--- src/rtl/srt_pkg.sv ---
package srt_pkg;

  localparam int unsigned ENTRIES     = 8;
  localparam int unsigned HANDLE_BITS = 16;

  localparam logic [31:0] MISS_APP = 32'h0000_FFFF;

  typedef enum logic [2:0] {
    OP_REGISTER   = 3'd0,
    OP_GET_HANDLE = 3'd1,
    OP_REMOVE     = 3'd2,
    OP_SET_ACTIVE = 3'd3,
    OP_SET_PASV   = 3'd4,
    OP_STATUS     = 3'd5,
    OP_APP_BY_HDL = 3'd6,
    OP_IS_LOCAL   = 3'd7
  } op_e;

  typedef enum logic [1:0] {
    OUT_MATCHED = 2'd0,
    OUT_ADDED   = 2'd1,
    OUT_FULL    = 2'd2,
    OUT_NONE    = 2'd3
  } outcome_e;

  typedef logic [HANDLE_BITS-1:0] handle_t;

  typedef struct packed {
    logic        valid;
    logic [31:0] node;
    logic [31:0] app;
    logic        passive;
    handle_t     handle;
  } slot_t;

  // request broadcast to every cell
  typedef struct packed {
    logic        accept;
    op_e         op;
    logic [31:0] node;
    logic [31:0] app;
    handle_t     handle;
  } key_t;

  // carried from cell to cell, oldest slot first
  typedef struct packed {
    logic        pair_hit;
    logic        pair_pas;
    handle_t     pair_hdl;
    logic        hdl_hit;
    logic        hdl_pas;
    handle_t     hdl_hdl;
    logic [31:0] hdl_app;
    logic        free_seen;
  } chain_t;

  function automatic handle_t handle_from_port(input logic [15:0] h);
    logic [31:0] ext;
    ext = {16'd0, h};
    return ext[HANDLE_BITS-1:0];
  endfunction

  function automatic logic [15:0] handle_to_port(input handle_t h);
    logic [31:0] ext;
    ext = 32'(h);
    return ext[15:0];
  endfunction

endpackage

--- src/rtl/srt_cell.sv ---
module srt_cell (
  input  logic            clk_i,
  input  logic            rst_ni,
  input  srt_pkg::key_t   key_i,
  input  srt_pkg::chain_t chain_i,
  output srt_pkg::chain_t chain_o,
  input  srt_pkg::slot_t  nxt_i,
  output srt_pkg::slot_t  slot_o
);

  srt_pkg::slot_t   slot_q, slot_d;
  logic             valid_q;
  logic [31:0]      node_q, app_q;
  logic             passive_q;
  srt_pkg::handle_t handle_q;
  logic pair_m, hdl_m, first_pair;

  assign slot_q = {valid_q, node_q, app_q, passive_q, handle_q};

  assign pair_m = slot_q.valid && (slot_q.node == key_i.node) && (slot_q.app == key_i.app);
  assign hdl_m  = slot_q.valid && (slot_q.handle == key_i.handle);
  assign first_pair = pair_m && !chain_i.pair_hit;
  assign slot_o = slot_q;

  always_comb begin
    chain_o = chain_i;
    if (first_pair) begin
      chain_o.pair_hit = 1'b1;
      chain_o.pair_pas = slot_q.passive;
      chain_o.pair_hdl = slot_q.handle;
    end
    if (hdl_m && !chain_i.hdl_hit) begin
      chain_o.hdl_hit = 1'b1;
      chain_o.hdl_pas = slot_q.passive;
      chain_o.hdl_hdl = slot_q.handle;
      chain_o.hdl_app = slot_q.app;
    end
    if (!slot_q.valid) begin
      chain_o.free_seen = 1'b1;
    end
  end

  // entries are packed, so no match can lie past the first free slot
  always_comb begin
    slot_d = slot_q;
    if (key_i.accept) begin
      case (key_i.op)
        srt_pkg::OP_REGISTER: begin
          if (!chain_i.pair_hit && !slot_q.valid && !chain_i.free_seen) begin
            slot_d.valid   = 1'b1;
            slot_d.node    = key_i.node;
            slot_d.app     = key_i.app;
            slot_d.passive = 1'b0;
            slot_d.handle  = key_i.handle;
          end
        end
        srt_pkg::OP_REMOVE: begin
          if (chain_o.pair_hit) begin
            slot_d = nxt_i;
          end
        end
        srt_pkg::OP_SET_ACTIVE: begin
          if (first_pair) begin
            slot_d.passive = 1'b0;
          end
        end
        srt_pkg::OP_SET_PASV: begin
          if (first_pair) begin
            slot_d.passive = 1'b1;
          end
        end
        default: begin
        end
      endcase
    end
  end

  always_ff @(posedge clk_i or negedge rst_ni) begin
    if (!rst_ni) begin
      valid_q <= 1'b0;
    end else begin
      valid_q <= slot_d.valid;
    end
  end

  always_ff @(posedge clk_i) begin
    node_q    <= slot_d.node;
    app_q     <= slot_d.app;
    passive_q <= slot_d.passive;
    handle_q  <= slot_d.handle;
  end

endmodule

--- src/rtl/service_registration_table.sv ---
// Service registration table: eight slots kept in insertion order, matched on
// (node, app) or on process handle, oldest entry first. A request node id of
// zero stands for the local node register. One item is taken per cycle; each
// is resolved in the cycle it is accepted by a search through the row of slot
// cells, and its result sits in an output register. The input stalls only
// while that result is held by a stalled output. Removal shifts later slots
// up one place in the same cycle.
module service_registration_table (
  input  logic        clk_i,
  input  logic        rst_ni,
  input  logic        cfg_we_i,
  input  logic [31:0] cfg_wdata_i,
  input  logic        in_valid_i,
  output logic        in_stall_o,
  input  logic [2:0]  op_i,
  input  logic [31:0] app_id_i,
  input  logic [31:0] node_id_i,
  input  logic [15:0] process_handle_i,
  output logic        out_valid_o,
  input  logic        out_stall_i,
  output logic [1:0]  outcome_o,
  output logic        passive_o,
  output logic [15:0] handle_out_o,
  output logic [31:0] app_id_out_o
);

  logic [31:0] local_node_q;
  logic        out_valid_q, out_valid_d;
  logic        accept;

  srt_pkg::key_t   key;
  srt_pkg::chain_t chain [srt_pkg::ENTRIES+1];
  srt_pkg::slot_t  slots [srt_pkg::ENTRIES+1];
  srt_pkg::chain_t tail;

  srt_pkg::outcome_e outcome_d, outcome_q;
  logic              passive_d, passive_q;
  srt_pkg::handle_t  hdl_d, hdl_q;
  logic [31:0]       app_d, app_q;

  assign in_stall_o = out_valid_q && out_stall_i;
  assign accept     = in_valid_i && !in_stall_o;

  assign chain[0] = '0;
  assign slots[srt_pkg::ENTRIES] = '0;
  assign tail     = chain[srt_pkg::ENTRIES];

  always_comb begin
    key.accept   = accept;
    key.op       = srt_pkg::op_e'(op_i);
    key.node     = (node_id_i == 32'd0) ? local_node_q : node_id_i;
    key.app      = app_id_i;
    key.handle   = srt_pkg::handle_from_port(process_handle_i);
  end

  for (genvar g = 0; g < srt_pkg::ENTRIES; g++) begin : g_cell
    srt_cell u_cell (
      .clk_i   (clk_i),
      .rst_ni  (rst_ni),
      .key_i   (key),
      .chain_i (chain[g]),
      .chain_o (chain[g+1]),
      .nxt_i   (slots[g+1]),
      .slot_o  (slots[g])
    );
  end

  always_comb begin
    outcome_d = srt_pkg::OUT_NONE;
    passive_d = 1'b0;
    hdl_d     = '0;
    app_d     = 32'd0;
    unique case (key.op)
      srt_pkg::OP_APP_BY_HDL: begin
        if (tail.hdl_hit) begin
          outcome_d = srt_pkg::OUT_MATCHED;
          passive_d = tail.hdl_pas;
          hdl_d     = tail.hdl_hdl;
          app_d     = tail.hdl_app;
        end else begin
          app_d = srt_pkg::MISS_APP;
        end
      end
      srt_pkg::OP_REGISTER: begin
        if (tail.pair_hit) begin
          outcome_d = srt_pkg::OUT_MATCHED;
          passive_d = tail.pair_pas;
          hdl_d     = tail.pair_hdl;
        end else if (tail.free_seen) begin
          outcome_d = srt_pkg::OUT_ADDED;
          hdl_d     = key.handle;
        end else begin
          outcome_d = srt_pkg::OUT_FULL;
        end
      end
      default: begin
        if (tail.pair_hit) begin
          outcome_d = srt_pkg::OUT_MATCHED;
          hdl_d     = tail.pair_hdl;
          if (key.op == srt_pkg::OP_SET_ACTIVE) begin
            passive_d = 1'b0;
          end else if (key.op == srt_pkg::OP_SET_PASV) begin
            passive_d = 1'b1;
          end else begin
            passive_d = tail.pair_pas;
          end
        end
      end
    endcase
  end

  assign out_valid_d = accept || (out_valid_q && out_stall_i);

  always_ff @(posedge clk_i or negedge rst_ni) begin
    if (!rst_ni) begin
      out_valid_q  <= 1'b0;
      local_node_q <= 32'd0;
    end else begin
      out_valid_q <= out_valid_d;
      if (cfg_we_i) begin
        local_node_q <= cfg_wdata_i;
      end
    end
  end

  always_ff @(posedge clk_i) begin
    if (accept) begin
      outcome_q <= outcome_d;
      passive_q <= passive_d;
      hdl_q     <= hdl_d;
      app_q     <= app_d;
    end
  end

  assign out_valid_o  = out_valid_q;
  assign outcome_o    = outcome_q;
  assign passive_o    = passive_q;
  assign handle_out_o = srt_pkg::handle_to_port(hdl_q);
  assign app_id_out_o = app_q;

endmodule
--- config.mk ---
export PLATFORM = sky130hd
export DESIGN_NAME = service_registration_table
export DESIGN_NICKNAME = d
export VERILOG_FILES = /design/src/rtl/srt_pkg.sv /design/src/rtl/srt_cell.sv /design/src/rtl/service_registration_table.sv
export SDC_FILE = /design/constraint.sdc
export NUM_CORES = 2
export LEC_CHECK = 0
export BUFFER_PORTS_ARGS = -buffer_cell sky130_fd_sc_hd__buf_2
export CAP_MARGIN = 0
export CELL_PAD_IN_SITES_DETAIL_PLACEMENT = 1
export CELL_PAD_IN_SITES_GLOBAL_PLACEMENT = 2
export CORE_UTILIZATION = 41
export DETAILED_ROUTE_END_ITERATION = 7
export PLACE_DENSITY_LB_ADDON = 0.1
export SYNTH_ARGS = -nofsm -noshare
export SYNTH_HDL_FRONTEND = slang
export SYNTH_HIERARCHICAL = 1
export SYNTH_SLANG_ARGS = --single-unit
--- constraint.sdc ---
create_clock -name clk_i -period 8.55 [get_ports clk_i]
set_clock_uncertainty 0.2 [all_clocks]
set_input_delay 0 -clock clk_i [delete_from_list [all_inputs] [get_ports clk_i]]
set_output_delay 0 -clock clk_i [all_outputs]
set_load 0.02 [all_outputs]
==> run summary <==
Counting stages on the worst path, the most repeated cell is sky130_fd_sc_hd__mux2_4. The run gives 2.13 ns as the register-to-register setup slack. The run gives 0.404 as the share of total power in the clock network. Cell at the root of the clock tree: sky130_fd_sc_hd__clkbuf_16. The die span in y came out at 349 um. Hold is met by 0.117 ns. Number of hold violations in the final report: 0.

The tools report the critical path startpoint category as a primary input. After routing, the total negative slack on setup checks comes to 0 ns. The leakage dissipation came out at 23.0 nW. The largest single stage delay on the critical path is 0.57 ns. Entering global routing, the biggest net connects 87 pins. The run gives 0 as the final global-route overflow total. For this design the total switching power over the nets is 2.64 mW. The relative max-transition margin was 0.204; the yosys synthesis warning count was 6. The run gives 0.69 ns as the clock latency reported for the late side of the worst-skew pair. The number of max-slew violations in the final report was 0; the share of the cycle needed by the critical path after routing was 0.799. The run gives 146 MHz as the highest clock frequency the design can meet. The tools report the initial antenna violation count as 6. The clock passes through at most 3 buffers. Global-route wire length before repair: 298000 um.

Before antenna repair, the detailed router went through 6 iterations. The run finished with clean final reports. The routability-driven placement congestion ratio is 0.935. Dividing the detail-routed wire length by the instance count gives 27.6 um. In this run the worst hold path is classified as in -> reg. The required time of the critical path came out at 8.79 ns.

The net switching fraction of the power was 0.283; the number of cells produced by synthesis was 5235. In this run the tool buffered the top-level ports with 172 buffer cells. The cell family contributing the most delay on the critical path is simple AND/OR/NAND/NOR gates.

Dividing the detail-routed via count by the number of cells gives 5.62. The standard cell with the maximum stage delay on the critical path is sky130_fd_sc_hd__and3b_1. Setup violations remaining at the end of the flow were counted as 0.

The logs give 4423 for the detailed router's first-iteration violation count and 740 for the count of clock tree sinks. STA classifies the critical path endpoint as a register. The mean area per synthesized cell was 9.43 um^2; the number of top-level pins was 173. CTS built an H-tree with a depth of 3. Counting the buffers created by CTS gives 91. The floorplan step defined a die boundary enclosing 122000 um^2. Post-CTS repair changed the size of 0 cells. Clock-pin slew was measured on the worst setup and hold paths at 0.06 ns.

Number of instances in the placed design: 7035. The logs give 205000 um for the overall routed net length and 0 for the number of max-cap violations. TritonCTS built the clock tree. The sequential share of power is 0.446. The detail route stage leaves a number of antenna-violating nets equal to 0. For this run, the post-layout net count is 5860. The logs give 0.151 for the logic gate share of total power and 0.416 for the starting density of the core. The proportion of layout cells with a drive suffix above 1 came out at 0.194. Setup repair after global routing left no endpoint under its margin. The critical path contains buffers and inverters numbering 4 combined. The internal portion of the total power is 6.70 mW. The die boundary width is 349 um. The arrival time of data at the critical path endpoint came out at 7.07 ns. The logs give 119000 um^2 for the area of the core region and 150000 um for the estimated wirelength of the detail-placed design.

For the pin with the worst max-slew slack, the measured transition is 1.19 ns. Total routing resource utilization after global routing: 0.333. The critical path goes through dlygate4sd3_1 -> buf_2 -> nor4_1 -> nand4_1 -> buf_12 -> o31ai_4 -> buf_4 -> xnor2_1 -> nand4b_1 -> or4_1 -> nor4_4 -> a21o_2 -> a21o_2 -> and3b_1 -> mux2_4 -> mux2_4 -> mux2_4 -> mux2_4 -> mux2_4 -> mux2_4 -> and3_1 -> a221o_2. The filler cell count came out at 13423. The run gives 7415 as the post-layout instance count excluding filler cells. The number of remaining DRC errors is 0, and the via count is 41694. The worst setup path is of the in -> reg kind. Summing every instance area after synthesis gives 49400 um^2.

Of all nets on the critical path, the largest fanout is 32. Row generation in the floorplan step produced 126 rows. Setup slack closes at 1.72 ns.

The number of global-route vias before repair was 42099. The peak ir drop on the vdd network is 0.161 mV, and the power per unit of standard cell area is 161 nW/um^2. From synthesis to final layout, the design area changed by 17.7%. The minimum setup slack after placement was 1.61 ns; the post-route minimum period was 6.83 ns.
metrics by stage:
step                 util  total power [mW]  cell area [um^2]
floorplan               -              4.94             49900
global placement    0.448              5.49             53100
detailed placement  0.448              5.51             53100
CTS                 0.489              9.37             58100
global route        0.489              9.62             58100
finish              0.489              9.34             58100
worst paths after layout:
path / start / end / depth (start not counted)
worst max-delay path: node_id_i[0] / handle_out_o[12]$_DFFE_PP_ / 22
worst min-delay path: in_valid_i / app_id_out_o[4]$_SDFFCE_PN0P_ / 3
worst max register to register: local_node_q[1]$_DFFE_PN0P_ / handle_out_o[12]$_DFFE_PP_ / 17
worst min register to register: g_cell[1].u_cell/node_q[14]$_DFFE_PP_ / g_cell[0].u_cell/node_q[14]$_DFFE_PP_ / 2
max in group asynchronous: rst_ni / local_node_q[28]$_DFFE_PN0P_ / 4
min in group asynchronous: rst_ni / out_valid_o$_DFF_PN0_ / 4
state kept, by name (all words and copies together) (netlist names):
register / flops
out_valid_o: 1
outcome_o: 2
passive_o: 1
handle_out_o: 16
g_cell.u_cell/passive_q: 8
local_node_q: 32
app_id_out_o: 32
g_cell.u_cell/node_q: 256
g_cell.u_cell/handle_q: 128
g_cell.u_cell/app_q: 256
g_cell.u_cell/valid_q: 8
power by group through the flow:
stage	Sequential (mW)	Combinational [mW]	Clock, mW
2_1_floorplan	4.21	0.734	0
5_1_grt	4.16	1.51	3.94
3_5_place_dp	4.23	1.28	0
3_3_place_gp	4.23	1.25	0
6_report	4.16	1.41	3.77
4_1_cts	4.16	1.37	3.84
what timing repair did:
action	4_1_cts	5_1_grt
buffers inserted	0	0
hold buffers	212	0
endpoints found under the hold margin	612	0
per-layer routing:
metal | vias to the layer above | track usage | share of wire
li1 | 18899 | - | -
met3 | 229 | 0.0526 | 0.078
met4 | 2 | 0.0785 | 0.023
met5 | - | 0 | 0.000064
met2 | 1716 | 0.463 | 0.40
met1 | 20848 | 0.529 | 0.50
cells in the final DEF (no fill, tap or decap), types with 17 or more instances in the layout:
cell type	count
sky130_fd_sc_hd__buf_2	172
sky130_fd_sc_hd__dlygate4sd3_1	212
sky130_fd_sc_hd__xor2_1	224
sky130_fd_sc_hd__buf_4	99
sky130_fd_sc_hd__clkbuf_16	93
sky130_fd_sc_hd__or4_1	24
sky130_fd_sc_hd__a21oi_1	35
sky130_fd_sc_hd__nand2b_1	41
sky130_fd_sc_hd__xnor2_1	288
sky130_fd_sc_hd__clkbuf_1	26
sky130_fd_sc_hd__o31ai_4	32
sky130_fd_sc_hd__mux2_4	80
sky130_fd_sc_hd__mux2_2	448
sky130_fd_sc_hd__dfrtp_1	41
sky130_fd_sc_hd__and2_1	17
sky130_fd_sc_hd__nand4_1	146
sky130_fd_sc_hd__nor2b_1	153
sky130_fd_sc_hd__nand2_1	1946
sky130_fd_sc_hd__or2b_2	80
sky130_fd_sc_hd__nor2_1	89
sky130_fd_sc_hd__inv_1	129
sky130_fd_sc_hd__o21ai_0	57
sky130_fd_sc_hd__nand3_1	49
sky130_fd_sc_hd__nor3_1	57
sky130_fd_sc_hd__conb_1	158
sky130_fd_sc_hd__edfxtp_1	699
sky130_fd_sc_hd__nand4b_1	24
sky130_fd_sc_hd__clkinv_2	17
sky130_fd_sc_hd__nor4_1	128
cell type report:
class	instances	area, um^2	area share
Sequential cell	740	22000	0.379
Timing Repair Buffer	486	3790	0.0652
Inverter	129	484	0.00834
Tap cell	1600	2000	0.0345
Antenna cell	3	7.51	0.000129
Clock buffer	124	2490	0.0429
Multi-Input combinational cell	4292	27000	0.465
Clock inverter	41	308	0.00530
worst reg2reg max path, cell delays in order (launching register included):
cell and delay (ns):
sky130_fd_sc_hd__dfrtp_1 0.37, sky130_fd_sc_hd__inv_1 0.22, sky130_fd_sc_hd__o31ai_4 0.61, sky130_fd_sc_hd__or2b_2 0.21
sky130_fd_sc_hd__o2111ai_1 0.11, sky130_fd_sc_hd__or4_4 0.47, sky130_fd_sc_hd__nor4_4 0.51, sky130_fd_sc_hd__a21o_2 0.31
sky130_fd_sc_hd__a21o_2 0.25, sky130_fd_sc_hd__and3b_1 0.57, sky130_fd_sc_hd__mux2_4 0.47, sky130_fd_sc_hd__mux2_4 0.28
sky130_fd_sc_hd__mux2_4 0.30, sky130_fd_sc_hd__mux2_4 0.28, sky130_fd_sc_hd__mux2_4 0.27, sky130_fd_sc_hd__mux2_4 0.27
sky130_fd_sc_hd__and3_1 0.17, sky130_fd_sc_hd__a221o_2 0.31
Power figures use the tool's default switching activity.
